--- config.mk ---
export PLATFORM = sky130hd
export DESIGN_NAME = cave_automaton_pass
export DESIGN_NICKNAME = d
export VERILOG_FILES = /design/src/hdl/cap_pkg.sv /design/src/hdl/cap_line_window.sv /design/src/hdl/cave_automaton_pass.sv
export SDC_FILE = /design/constraint.sdc
export NUM_CORES = 2
export LEC_CHECK = 0
export BUFFER_PORTS_ARGS = -buffer_cell sky130_fd_sc_hd__buf_2
export CAP_MARGIN = 30
export CORE_ASPECT_RATIO = 0.5
export CORE_MARGIN = 8
export CORE_UTILIZATION = 50
export CTS_CLUSTER_DIAMETER = 120
export DETAILED_ROUTE_END_ITERATION = 7
export HOLD_SLACK_MARGIN = 0.06
export PLACE_DENSITY_LB_ADDON = 0.05
export SKIP_LAST_GASP = 1
export SLEW_MARGIN = 5
export SYNTH_ARGS = -nofsm -noshare
export SYNTH_HDL_FRONTEND = slang
export SYNTH_SLANG_ARGS = --single-unit
--- constraint.sdc ---
create_clock -name clk -period 11.63 [get_ports clk]
set_input_delay 0 -clock clk [delete_from_list [all_inputs] [get_ports clk]]
set_output_delay 0 -clock clk [all_outputs]
set_load 0.005 [all_outputs]
--- src/hdl/cap_pkg.sv ---
// ----------------------------------------------------------------------------
// cap_pkg
// Shared constants, register indexes and types for the cave automaton pass.
// ----------------------------------------------------------------------------
package cap_pkg;

    localparam int CFG_W   = 9;
    localparam int IDX_W   = 3;
    localparam int WALL_W  = 4;
    localparam int OPEN_W  = 5;
    localparam int WIN_N   = 5;
    localparam int LINE_W  = WIN_N - 1;
    localparam int BYTE_W  = 8;

    localparam int DEF_MAX_ROW_LENGTH = 256;
    localparam int DEF_MAX_ROW_COUNT  = 256;

    localparam logic [CFG_W-1:0]  RST_ROW_LENGTH = 9'd256;
    localparam logic [CFG_W-1:0]  RST_ROW_COUNT  = 9'd256;
    localparam logic              RST_USE_SPARSE = 1'b1;
    localparam logic [WALL_W-1:0] RST_WALL_THR   = 4'd5;
    localparam logic [OPEN_W-1:0] RST_OPEN_THR   = 5'd2;

    typedef enum logic [IDX_W-1:0] {
        REG_ROW_LENGTH = 3'd0,
        REG_ROW_COUNT  = 3'd1,
        REG_USE_SPARSE = 3'd2,
        REG_WALL_THR   = 3'd3,
        REG_OPEN_THR   = 3'd4
    } reg_index_t;

    typedef struct packed {
        logic              use_sparse;
        logic [WALL_W-1:0] wall_thr;
        logic [OPEN_W-1:0] open_thr;
    } cap_rule_t;

    // bit j of each field: offset j-2 from the center row / column
    typedef struct packed {
        logic [WIN_N-1:0] row_ok;
        logic [WIN_N-1:0] col_ok;
    } cap_mask_t;

endpackage

--- src/hdl/cap_line_window.sv ---
// ----------------------------------------------------------------------------
// cap_line_window
// Column line store, 5x5 window shift register and wall rule.
// ----------------------------------------------------------------------------
module cap_line_window #(
    parameter int MAX_ROW_LENGTH = cap_pkg::DEF_MAX_ROW_LENGTH,
    localparam int COL_W = $clog2(MAX_ROW_LENGTH)
) (
    input  logic                clk,
    input  logic                load,
    input  logic [COL_W-1:0]    load_col,
    input  logic                load_cell,
    input  logic                adv,
    input  cap_pkg::cap_mask_t  mask,
    input  cap_pkg::cap_rule_t  rule,
    output logic                wall
);

    logic [cap_pkg::LINE_W-1:0] mem [MAX_ROW_LENGTH];

    logic [COL_W-1:0]           col_reg;
    logic                       cell_reg;
    logic [cap_pkg::LINE_W-1:0] word_reg;
    logic [cap_pkg::WIN_N-1:0]  win_reg [cap_pkg::WIN_N-1];

    logic [cap_pkg::WIN_N-1:0]  new_col;
    logic [cap_pkg::LINE_W-1:0] new_word;
    logic [cap_pkg::WIN_N-1:0]  col_vec [cap_pkg::WIN_N];
    logic [cap_pkg::WIN_N*cap_pkg::WIN_N-1:0] bits5;
    logic [8:0]                 bits3;
    logic [4:0]                 w5;
    logic [3:0]                 w3;

    // column word: bit i holds row (current - 4 + i)
    assign new_col  = {cell_reg, word_reg};
    assign new_word = new_col[cap_pkg::WIN_N-1:1];

    always_comb
    begin
        col_vec[cap_pkg::WIN_N-1] = new_col;
        for (int j = 0; j < cap_pkg::WIN_N - 1; j++)
        begin
            col_vec[j] = win_reg[cap_pkg::WIN_N-2-j];
        end
        for (int j = 0; j < cap_pkg::WIN_N; j++)
        begin
            bits5[j*cap_pkg::WIN_N +: cap_pkg::WIN_N] =
                mask.col_ok[j] ? (col_vec[j] & mask.row_ok) : '0;
        end
        for (int j = 0; j < 3; j++)
        begin
            bits3[j*3 +: 3] = bits5[(j+1)*cap_pkg::WIN_N + 1 +: 3];
        end
    end

    assign w5   = 5'($countones(bits5));
    assign w3   = 4'($countones(bits3));
    assign wall = (w3 >= rule.wall_thr) || (rule.use_sparse && (w5 <= rule.open_thr));

    always_ff @(posedge clk)
    begin
        if (adv)
        begin
            mem[col_reg] <= new_word;
        end
        if (load)
        begin
            col_reg  <= load_col;
            cell_reg <= load_cell;
            // bypass the word written back at this same edge
            if (adv && (col_reg == load_col))
            begin
                word_reg <= new_word;
            end
            else
            begin
                word_reg <= mem[load_col];
            end
        end
    end

    always_ff @(posedge clk)
    begin
        if (adv)
        begin
            win_reg[0] <= new_col;
            for (int i = 1; i < cap_pkg::WIN_N - 1; i++)
            begin
                win_reg[i] <= win_reg[i-1];
            end
        end
    end

endmodule

--- src/hdl/cave_automaton_pass.sv ---
// ----------------------------------------------------------------------------
// cave_automaton_pass
// One smoothing pass of the cave cellular automaton over a raster grid.
// ----------------------------------------------------------------------------
// Usage:
//   s_axis: one grid cell per word, tdata[0] = 1 wall, 0 floor. After each
//   frame of row_length*row_count cells the feeder sends 2*row_length+2
//   padding words; their values are ignored.
//   m_axis: one result per grid cell in raster order, tdata[0] = new cell,
//   tlast on the final cell of the frame. The first 2*row_length+2 words of
//   a frame produce nothing; every later word up to the frame end produces
//   exactly one result.
//   cfg: write-only registers (index 0 row_length, 1 row_count,
//   2 use_sparse_rule, 3 wall_threshold, 4 open_threshold); cfg_ready is
//   always high. Write only while no result is outstanding.
// Throughput: one word per cycle unless m_axis stalls, set by the dual-port
// column store (one read and one write per cycle) and the 25-bit window count.
// Path: the input stage registers each word, the result register its result.
// Reset: registers return to 256/256/1/5/2, counters to frame start. The
// line store is not cleared; rows above the grid are masked instead.
// Stall: with m_axis stalled one more word is taken into the input stage,
// then s_axis_tready drops until the held result is taken.
// ----------------------------------------------------------------------------
module cave_automaton_pass #(
    parameter int MAX_ROW_LENGTH = cap_pkg::DEF_MAX_ROW_LENGTH,
    parameter int MAX_ROW_COUNT  = cap_pkg::DEF_MAX_ROW_COUNT
) (
    input  logic                        clk,
    input  logic                        rst_n,
    input  logic                        s_axis_tvalid,
    output logic                        s_axis_tready,
    input  logic [cap_pkg::BYTE_W-1:0]  s_axis_tdata,   // [0] cell_req
    output logic                        m_axis_tvalid,
    input  logic                        m_axis_tready,
    output logic [cap_pkg::BYTE_W-1:0]  m_axis_tdata,   // [0] new_cell
    output logic                        m_axis_tlast,
    input  logic                        cfg_valid,
    output logic                        cfg_ready,
    input  logic [cap_pkg::IDX_W-1:0]   cfg_index,
    input  logic [cap_pkg::CFG_W-1:0]   cfg_data
);

    localparam int COL_W = $clog2(MAX_ROW_LENGTH);
    localparam int KW    = $clog2(MAX_ROW_LENGTH * MAX_ROW_COUNT + 2 * MAX_ROW_LENGTH + 3);
    localparam int RW    = $clog2(MAX_ROW_COUNT + 1);
    localparam int NW    = ((COL_W > cap_pkg::CFG_W) ? COL_W : cap_pkg::CFG_W) + 2;
    localparam int MW    = ((RW > cap_pkg::CFG_W) ? RW : cap_pkg::CFG_W) + 2;
    localparam int PW    = 2 * cap_pkg::CFG_W;

    function automatic logic [cap_pkg::CFG_W-1:0] clamp_len(
        input logic [cap_pkg::CFG_W-1:0] v,
        input int                        max_len
    );
        logic [cap_pkg::CFG_W-1:0] r;
        r = v;
        if (v == '0)
        begin
            r = cap_pkg::CFG_W'(1);
        end
        else if (int'(v) > max_len)
        begin
            r = cap_pkg::CFG_W'(max_len);
        end
        return r;
    endfunction

    // configuration
    logic [cap_pkg::CFG_W-1:0]  row_length_reg;
    logic [cap_pkg::CFG_W-1:0]  row_count_reg;
    cap_pkg::cap_rule_t         rule_reg;

    // frame counters
    logic [KW-1:0]              k_reg,     k_next;
    logic [COL_W-1:0]           in_col_reg, in_col_next;
    logic [COL_W-1:0]           ocol_reg,  ocol_next;
    logic [RW-1:0]              orow_reg,  orow_next;

    // input stage
    logic                       s1_valid_reg;
    logic                       s1_prod_reg;
    logic                       s1_last_reg;
    cap_pkg::cap_mask_t         s1_mask_reg;

    // result register
    logic                       out_valid_reg;
    logic                       out_cell_reg;
    logic                       out_last_reg;

    logic [cap_pkg::CFG_W-1:0]  len_eff;
    logic [cap_pkg::CFG_W-1:0]  cnt_eff;
    logic [KW-1:0]              cells;
    logic [KW-1:0]              lag;
    logic [KW-1:0]              total;
    logic                       accept;
    logic                       adv;
    logic                       in_grid;
    logic                       produce;
    logic                       frame_end;
    logic                       col_wrap;
    logic                       ocol_wrap;
    logic                       load_cell;
    cap_pkg::cap_mask_t         mask;
    logic                       wall;

    assign cfg_ready = 1'b1;

    always_ff @(posedge clk or negedge rst_n)
    begin
        if (!rst_n)
        begin
            row_length_reg      <= cap_pkg::RST_ROW_LENGTH;
            row_count_reg       <= cap_pkg::RST_ROW_COUNT;
            rule_reg.use_sparse <= cap_pkg::RST_USE_SPARSE;
            rule_reg.wall_thr   <= cap_pkg::RST_WALL_THR;
            rule_reg.open_thr   <= cap_pkg::RST_OPEN_THR;
        end
        else if (cfg_valid)
        begin
            case (cfg_index)
                cap_pkg::REG_ROW_LENGTH: row_length_reg      <= cfg_data;
                cap_pkg::REG_ROW_COUNT:  row_count_reg       <= cfg_data;
                cap_pkg::REG_USE_SPARSE: rule_reg.use_sparse <= cfg_data[0];
                cap_pkg::REG_WALL_THR:   rule_reg.wall_thr   <= cfg_data[cap_pkg::WALL_W-1:0];
                cap_pkg::REG_OPEN_THR:   rule_reg.open_thr   <= cfg_data[cap_pkg::OPEN_W-1:0];
                default: ;
            endcase
        end
    end

    // frame geometry and position of the current word
    always_comb
    begin
        len_eff   = clamp_len(row_length_reg, MAX_ROW_LENGTH);
        cnt_eff   = clamp_len(row_count_reg, MAX_ROW_COUNT);
        cells     = KW'(PW'(len_eff) * PW'(cnt_eff));
        lag       = KW'({len_eff, 1'b0}) + KW'(2);
        total     = cells + lag;
        in_grid   = k_reg < cells;
        produce   = (k_reg >= lag) && (k_reg < total);
        frame_end = ((KW+1)'(k_reg) + (KW+1)'(1)) >= (KW+1)'(total);
        col_wrap  = (NW'(in_col_reg) + NW'(1)) >= NW'(len_eff);
        ocol_wrap = (NW'(ocol_reg) + NW'(1)) >= NW'(len_eff);
        load_cell = in_grid & s_axis_tdata[0];

        mask.row_ok[0] = orow_reg >= RW'(2);
        mask.row_ok[1] = orow_reg >= RW'(1);
        mask.row_ok[2] = 1'b1;
        mask.row_ok[3] = (MW'(orow_reg) + MW'(1)) < MW'(cnt_eff);
        mask.row_ok[4] = (MW'(orow_reg) + MW'(2)) < MW'(cnt_eff);
        mask.col_ok[0] = ocol_reg >= COL_W'(2);
        mask.col_ok[1] = ocol_reg >= COL_W'(1);
        mask.col_ok[2] = 1'b1;
        mask.col_ok[3] = (NW'(ocol_reg) + NW'(1)) < NW'(len_eff);
        mask.col_ok[4] = (NW'(ocol_reg) + NW'(2)) < NW'(len_eff);

        k_next      = k_reg;
        in_col_next = in_col_reg;
        ocol_next   = ocol_reg;
        orow_next   = orow_reg;
        if (accept)
        begin
            if (frame_end)
            begin
                k_next      = '0;
                in_col_next = '0;
                ocol_next   = '0;
                orow_next   = '0;
            end
            else
            begin
                k_next      = k_reg + KW'(1);
                in_col_next = col_wrap ? '0 : (in_col_reg + COL_W'(1));
                if (produce)
                begin
                    if (ocol_wrap)
                    begin
                        ocol_next = '0;
                        orow_next = orow_reg + RW'(1);
                    end
                    else
                    begin
                        ocol_next = ocol_reg + COL_W'(1);
                    end
                end
            end
        end
    end

    assign adv           = s1_valid_reg && (!s1_prod_reg || !out_valid_reg || m_axis_tready);
    assign s_axis_tready = !s1_valid_reg || adv;
    assign accept        = s_axis_tvalid && s_axis_tready;

    always_ff @(posedge clk or negedge rst_n)
    begin
        if (!rst_n)
        begin
            k_reg        <= '0;
            in_col_reg   <= '0;
            ocol_reg     <= '0;
            orow_reg     <= '0;
            s1_valid_reg <= 1'b0;
            s1_prod_reg  <= 1'b0;
            s1_last_reg  <= 1'b0;
        end
        else
        begin
            k_reg      <= k_next;
            in_col_reg <= in_col_next;
            ocol_reg   <= ocol_next;
            orow_reg   <= orow_next;
            if (accept)
            begin
                s1_valid_reg <= 1'b1;
                s1_prod_reg  <= produce;
                s1_last_reg  <= produce && frame_end;
            end
            else if (adv)
            begin
                s1_valid_reg <= 1'b0;
            end
        end
    end

    always_ff @(posedge clk)
    begin
        if (accept)
        begin
            s1_mask_reg <= mask;
        end
    end

    cap_line_window #(
        .MAX_ROW_LENGTH (MAX_ROW_LENGTH)
    ) u_window (
        .clk       (clk),
        .load      (accept),
        .load_col  (in_col_reg),
        .load_cell (load_cell),
        .adv       (adv),
        .mask      (s1_mask_reg),
        .rule      (rule_reg),
        .wall      (wall)
    );

    always_ff @(posedge clk or negedge rst_n)
    begin
        if (!rst_n)
        begin
            out_valid_reg <= 1'b0;
        end
        else if (adv && s1_prod_reg)
        begin
            out_valid_reg <= 1'b1;
        end
        else if (m_axis_tready)
        begin
            out_valid_reg <= 1'b0;
        end
    end

    always_ff @(posedge clk)
    begin
        if (adv && s1_prod_reg)
        begin
            out_cell_reg <= wall;
            out_last_reg <= s1_last_reg;
        end
    end

    assign m_axis_tvalid = out_valid_reg;
    assign m_axis_tdata  = {{(cap_pkg::BYTE_W-1){1'b0}}, out_cell_reg};
    assign m_axis_tlast  = out_last_reg;

    a_ready_only_on_stall: assert property (@(posedge clk) disable iff (!rst_n)
        !s_axis_tready |-> (s1_valid_reg && s1_prod_reg && out_valid_reg && !m_axis_tready))
        else $error("input stalled without a held result");

    a_last_needs_result: assert property (@(posedge clk) disable iff (!rst_n)
        (s1_valid_reg && s1_last_reg) |-> s1_prod_reg)
        else $error("frame end marked on a word without result");

    a_frame_restart: assert property (@(posedge clk) disable iff (!rst_n)
        (accept && frame_end) |=> ((k_reg == '0) && (in_col_reg == '0) && (orow_reg == '0)))
        else $error("counters not cleared after frame end");

    a_result_source: assert property (@(posedge clk) disable iff (!rst_n)
        $rose(out_valid_reg) |-> $past(s1_valid_reg && s1_prod_reg))
        else $error("result appeared without a producing word");

endmodule
# ---- Word level (Yosys, flattened, before mapping)
# Memory sizes are Yosys's and may differ from the RTL's. A register that Yosys moved wholly into a read port is not among the register bits.
# Index checks and enable logic that the tools add are counted.
dict set report totals {
  memories 2
  in_bits 25
  latchBits 0
  register_bits 93
  ramBits 1044
  mem_bits_ro 0
}
# name words width rd rd_ports_with_merged_regs write_ports line_no
set memory_table {}
lappend memory_table {u_window.mem 256 4 1 1 1 cap_line_window.sv:19} ;# logic [cap_pkg::LINE_W-1:0] mem [MAX_ROW_LENGTH];
lappend memory_table {u_window.win_reg 4 5 4 0 4 cap_line_window.sv:24} ;# logic [cap_pkg::WIN_N-1:0] win_reg [cap_pkg::WIN_N-1];
dict set report classes {
  mux 23
  n_reduce_logical 27
  eq_ne 4
  magnitude_cmp 18
  n_addsub 41
  n_div 0
  mul 1
  bitwise 6
  n_shift 0
}
# operator n
set ops {}
lappend ops {{$mux 9} 7}
lappend ops {{$add 5x5->5} 11}
lappend ops {{$mux 8} 5}
lappend ops {{$lt 17x17->1} 2}
lappend ops {{$add 1x1->2} 13}
lappend ops {{$and 5x5->5} 5}
lappend ops {{$lt 10x9->1} 2}
lappend ops {{$mux 5} 4}
lappend ops {{$add 17x1->18 const B} 1}
lappend ops {{$add 8x1->9 const B} 2}
lappend ops {{$ge 18x17->1} 1}
lappend ops {{$gt 9x9->1 const B} 2}
lappend ops {{$logic_not 9->1} 2}
lappend ops {{$lt 9x9->1} 2}
lappend ops {{$add 17x1->17 const B} 1}
lappend ops {{$add 17x11->17} 1}
lappend ops {{$ge 17x11->1} 1}
lappend ops {{$mul 9x9->17} 1}
lappend ops {{$mux 17} 1}
lappend ops {{$add 8x1->8 const B} 2}
lappend ops {{$add 4x4->4} 3}
lappend ops {{$reduce_and 2->1} 6}
lappend ops {{$add 10x2->11 const B} 1}
lappend ops {{$ge 11x9->1} 1}
lappend ops {{24 further kinds} 43}

# ---- Longest topological paths before layout
# An unclocked memory read counts as a cell.
dict set report depth {
  word_depth 11
  ltp_mapped 37
  depth_no_buf 34
}

# ---- By module
# Synthesis repeated with hierarchy kept, for this count alone.
dict set report unflattened {
  cells_unflattened 3431
  hier_area_um2 53226.0
}
# module cells_each area_each_um2 n_inst
set by_module_without_submodules {}
lappend by_module_without_submodules {cap_line_window 2322 43234.0 1}
lappend by_module_without_submodules {cave_automaton_pass 1109 9992.1 1}

# ---- Worst setup path after synthesis
# Ideal clock, no wire load.
dict set report synth_timing {
  kind {register to register}
  start {register u_window.word_reg[1] (netlist name) (read register of u_window.mem)}
  end {register out_cell_reg, data pin}
  slack_ps 3166
  t_required_ps 11369
  arrival_time_ps 8203
  period_less_slack_ps 8464
  stages_incl_launch_ff 21
  setup_ps 261
  cell_sequence {edfxtp_1 and3_1 ha_1 inv_1 fa_1 fa_1 fa_1 fa_1 inv_1 fa_1 ha_1 inv_1 fa_1 inv_1 ha_1 o21ai_0 nand2b_1 a21oi_1 nor2b_1 o22ai_1 a221o_1}
}
dict set report synth_via {
  elab_chain_len 10
}
# element line_no
set synth_lines {}
lappend synth_lines {{start, declared} cap_line_window.sv:23} ;# logic [cap_pkg::LINE_W-1:0] word_reg;
lappend synth_lines {{$and 5x5->5} cap_line_window.sv:48} ;# mask.col_ok[j] ? (col_vec[j] & mask.row_ok) : '0;
lappend synth_lines {{$mux 5} cap_line_window.sv:48}
lappend synth_lines {{$add 1x1->2 (not written as such)} cap_line_window.sv:56} ;# assign w5 = 5'($countones(bits5));
lappend synth_lines {{$add 5x5->5 (not written as such) (2 in series)} cap_line_window.sv:56}
lappend synth_lines {{$add 5x1->5 (not written as such)} cap_line_window.sv:56}
lappend synth_lines {{$add 5x5->5 (not written as such)} cap_line_window.sv:56}
lappend synth_lines {{$le 5x5->1} cap_line_window.sv:58} ;# assign wall = (w3 >= rule.wall_thr) || (rule.use_sparse && (w5 <= rule.open_thr));
lappend synth_lines {{$logic_and 1x1->1} cap_line_window.sv:58}
lappend synth_lines {{$logic_or 1x1->1} cap_line_window.sv:58}
lappend synth_lines {{net u_window.wall} cap_line_window.sv:16} ;# output logic wall
lappend synth_lines {{end signal, assigned} cave_automaton_pass.sv:265} ;# out_cell_reg <= wall;
lappend synth_lines {{end, declared} cave_automaton_pass.sv:86} ;# logic out_cell_reg;
# The timed path passes the listed nets, and every way through them passes these cells.
# A chain may end at the register's enable or synchronous reset.

# ---- Worst setup path in the final report
dict set report layout_timing {
  start {register row_length_reg[8] (netlist name)}
  end {register orow_reg[2]}
}
dict set report layout_via {
  elab_chain_len 9
  word_cells_on_any_way 16
  cone_classes {add/sub: 2; mul: 1; order compare: 5; mux: 3; reduce/logical: 5}
}
# element line_no
set layout_lines {}
lappend layout_lines {{start, declared} cave_automaton_pass.sv:68} ;# logic [cap_pkg::CFG_W-1:0] row_length_reg;
lappend layout_lines {{start signal, assigned} cave_automaton_pass.sv:111} ;# row_length_reg <= cap_pkg::RST_ROW_LENGTH;
lappend layout_lines {{start signal, assigned} cave_automaton_pass.sv:120} ;# cap_pkg::REG_ROW_LENGTH: row_length_reg <= cfg_data;
lappend layout_lines {{$gt 9x9->1} cave_automaton_pass.sv:60} ;# else if (int'(v) > max_len)
lappend layout_lines {{$mux 9} cave_automaton_pass.sv:60}
lappend layout_lines {{$mux 9 *} cave_automaton_pass.sv:56} ;# if (v == '0)
lappend layout_lines {{$mul 9x9->17 or $add 10x2->11 (tied branches)} {cave_automaton_pass.sv:135, cave_automaton_pass.sv:136}}
lappend layout_lines {{$add 17x11->17} cave_automaton_pass.sv:137} ;# total = cells + lag;
lappend layout_lines {{$lt 17x17->1} cave_automaton_pass.sv:139} ;# produce = (k_reg >= lag) && (k_reg < total);
lappend layout_lines {{$logic_and 1x1->1} cave_automaton_pass.sv:139}
lappend layout_lines {{$reduce_bool 2->1 (no source line)} -}
lappend layout_lines {{$reduce_and 3->1 (no source line)} -}
lappend layout_lines {{end signal, assigned} cave_automaton_pass.sv:210} ;# orow_reg <= orow_next;
lappend layout_lines {{end, declared} cave_automaton_pass.sv:76} ;# logic [RW-1:0] orow_reg, orow_next;
# Every way passes the cells marked *; elsewhere a longest branch is shown, timed or not.

==> metrics.cfg <==
[logic_synthesis]
synth_seq_cells = 1141
synth_top_area_share_pct = 61.1
yosys_warnings = 0
synth.avg_cell_area_um2 = 16.9
syn-instance-count = 3108
synth_edf_count = 1067
synthArstFlopShare_pct = 6.49
yosysUniqueCellTypes = 79
synth_area_leader_cell = edfxtp_1
synth_flop_cell = edfxtp_1
yosysSeqAreaShare_pct = 64.7
ys_top_cells_by_area = edfxtp_1, mux4_2, ha_1, dfrtp_1, fa_1
synth.cell_area_mm2 = 0.0524

[sta]
period_share_pct = 83.0
slew_violations = 0
tightest_slew_ns = 0.944
fin_tns_setup_ns = 0
maxSlewHeadroom_pct = 37.1
timing.final.crit_period_ns = 9.66
setup_viol = 0
fin_hold_ws_ns = 0.123
rsz0062_at_grt = false
fmax_ghz = 0.104
fin_skew_ns = 0.0488
finalHoldViolCount = 0

[global_routing]
grt_pass1_vias = 28200
grt_pass1_wl_um = 183000
antenna_found_initial = 4
grtUsageTotal_pct = 21.0
grt_max_degree = 140
overflow = 0

[die]
die_h_um = 245
placementRows = 84
core_region_area_mm2 = 0.104
die_area_mm2 = 0.116
ioPinCount = 37
die_x_um = 474
start_util_pct = 50.2

[pwr]
swShare_pct = 35.6
p_leak_nw = 19.7
power_mw = 15.2
combPwrFrac_pct = 42.4
p_per_area_mw_per_mm2 = 262
pwr-share-seq_pct = 35.5
internal_power_mw = 9.78
switchingPower_mw = 5.40
p_clk_share_pct = 22.1
peakVddDrop_v = 0.000492

[clock_tree]
clk-insertion-delay-late_ns = 0.72
cts.clk_slew.worst_paths_ns = 0.07
cts_sinks = 1141
cts_buffers = 100
clock_path_buffers = 3
post-cts-setup-buffers = 0
h-tree-depth = 3
cts_tree = done
root_buffer = clkbuf_16

[setup_path]
crit_fanout = 13
crit_path_top_delay_cell = dfstp_2
worstSetupStartpointType = flop
r2r_slack_ns = 1.97
cp-end-kind = flop
crit_arrival_ns = 10.28
r2r_start = row_length_reg[8]
crit_family = adder cells
startpoint = row_length_reg[8]
crit_type = reg -> reg
max_stage_delay_ns = 0.67
rr_worst_depth = 32
required_ns = 12.25
path_buf_inv = 5
r2r_end = orow_reg[2]
cp_common_cell = nand2_1

[layout]
fin_nets = 3460
drive_above_1_share_pct = 18.9
syn_to_final_growth_pct = 10.6
largest_register_ffs = 1024

[detailed_routing]
drt-total-wl_um = 121000
post_drt_wl_per_cell_um = 25.9
drc = 0
drtIter0Drc = 2414
antenna_left = 0
firstDrtPassIters = 7
num_vias = 27300
vias_per_cell = 5.84

[hold_path]
hold_depth = 3
hp-class = in -> reg
holdPathEnd = row_length_reg[7]
hp-start = cfg_data[7]

[run]
drv_cap = 0

[place]
portBuffers = 21
routabilityCongestion = 0.820
post-dp-hpwl_um = 78000

[outcome]
outcome = complete, no violations

## power groups by stage
stage	Sequential, mW	Combinational [mW]	Clock (mW)
6_report	5.39	6.44	3.35
2_1_floorplan	5.65	4.56	0
3_5_place_dp	5.49	6.47	0
3_3_place_gp	5.49	6.35	0
4_1_cts	5.41	6.51	3.42
5_1_grt	5.42	7.26	3.57
## cells by family (layout without fill, tap and decap cells)
kind of cell / count (synthesis) / after routing / synth area share (%)
other cells: 2 / 11 / 0.0143
compound gates: 224 / 224 / 2.97
buf+inv: 341 / 482 / 2.61
mux: 366 / 366 / 15.0
fa+ha+maj: 263 / 263 / 7.35
flops: 1141 / 1141 / 64.7
simple gates: 681 / 681 / 5.85
xor+xnor: 90 / 90 / 1.50
## area by class of cell
type	instances	area [µm²]
multi-input combinational	1634	17200
clock buffer	122	2590
antenna	1	2.50
fill	8179	46500
inverter	183	687
tap	1419	1780
clock inverter	65	694
sequential	1141	33900
timing repair buffer	112	1100
## cells in the final DEF (no fill, tap or decap), types with 10 or more instances in the layout
| cell type | count |
|---|---|
| ha_1 | 188 |
| buf_4 | 44 |
| and2_1 | 15 |
| buf_2 | 20 |
| xor2_1 | 34 |
| fa_1 | 75 |
| xnor2_1 | 56 |
| a21o_1 | 32 |
| nor2_1 | 339 |
| mux2_2 | 29 |
| o21a_1 | 19 |
| conb_1 | 10 |
| and3_1 | 30 |
| clkbuf_1 | 21 |
| clkinv_2 | 16 |
| o21ai_0 | 47 |
| clkinv_1 | 29 |
| nand2_1 | 131 |
| edfxtp_1 | 1067 |
| nand2b_1 | 15 |
| mux4_2 | 334 |
| dlygate4sd3_1 | 35 |
| nor3_1 | 16 |
| nand3_1 | 44 |
| nand4_1 | 14 |
| a21oi_1 | 44 |
| nor2b_1 | 35 |
| inv_1 | 175 |
| clkbuf_16 | 100 |
| dfrtp_1 | 63 |
## routing by layer
layer,vias to the layer above,track usage (%),wire [µm]
li1,12100,-,-
met2,762,33.1,56600
met1,14300,30.3,54200
met4,0,4.52,2460
met3,152,4.77,7810
met5,-,0,0
## synth_stat cells, types with 4 or more instances
cell type and number:
and3_1 30, buf_1 14, nor4_1 9, a221oi_1 4, nand3_1 48, mux2_2 29, clkinv_1 7, or2_2 4
dfrtp_1 68, o21ai_0 47, a32o_1 5, nor3_1 16, nand4_1 14, ha_1 188, nand2_1 131, xor2_1 34
a211oi_1 5, a22o_1 7, nor2b_1 35, nor3b_1 4, mux4_2 334, a31oi_1 7, o21a_1 19, clkbuf_1 107
a21o_1 32, o2bb2ai_1 7, nor2_1 339, xnor2_1 56, and2_1 15, buf_4 9, a221o_1 5, o2111ai_1 5
o21bai_1 4, fa_1 75, a21oi_1 44, inv_1 175, dfstp_2 6, buf_2 25, nand2b_1 15, edfxtp_1 1067
## worst reg2reg max path, delay by kind of cell, from the launching register on
family          cells  cell delay [ns]
compound gates      7             1.69
xor+xnor            2             0.40
fa+ha+maj           7             3.07
buf+inv             5             1.00
flops               1             0.67
simple gates       11             2.75
## through the flow
stage	std cells	utilization [%]	cell area, µm²	setup slack [ns]
after global routing	4677	55.5	58000	1.46
after CTS	4671	55.4	57800	1.99
after global placement	4443	51.7	54100	2.07
after floorplan	3116	-	52500	3.17
after detailed placement	4449	51.9	54200	2.02
final	4677	55.5	58000	1.97
## worst max path at each step
stage / endpoint / slack (ns) / cells after the start
final: orow_reg[2] / 1.97 / 32
after global placement: orow_reg[2] / 2.07 / 32
after floorplan: out_cell_reg / 3.17 / 20
after CTS: orow_reg[2] / 1.99 / 32
after global routing: orow_reg[8] / 1.46 / 32
after detailed placement: orow_reg[2] / 2.02 / 32
## timing repair
action	4_1_cts	5_1_grt
gates resized for setup	0	0
hold endpoints to repair	122	0
hold buffers	35	0
(Power assumes the default switching activity.)
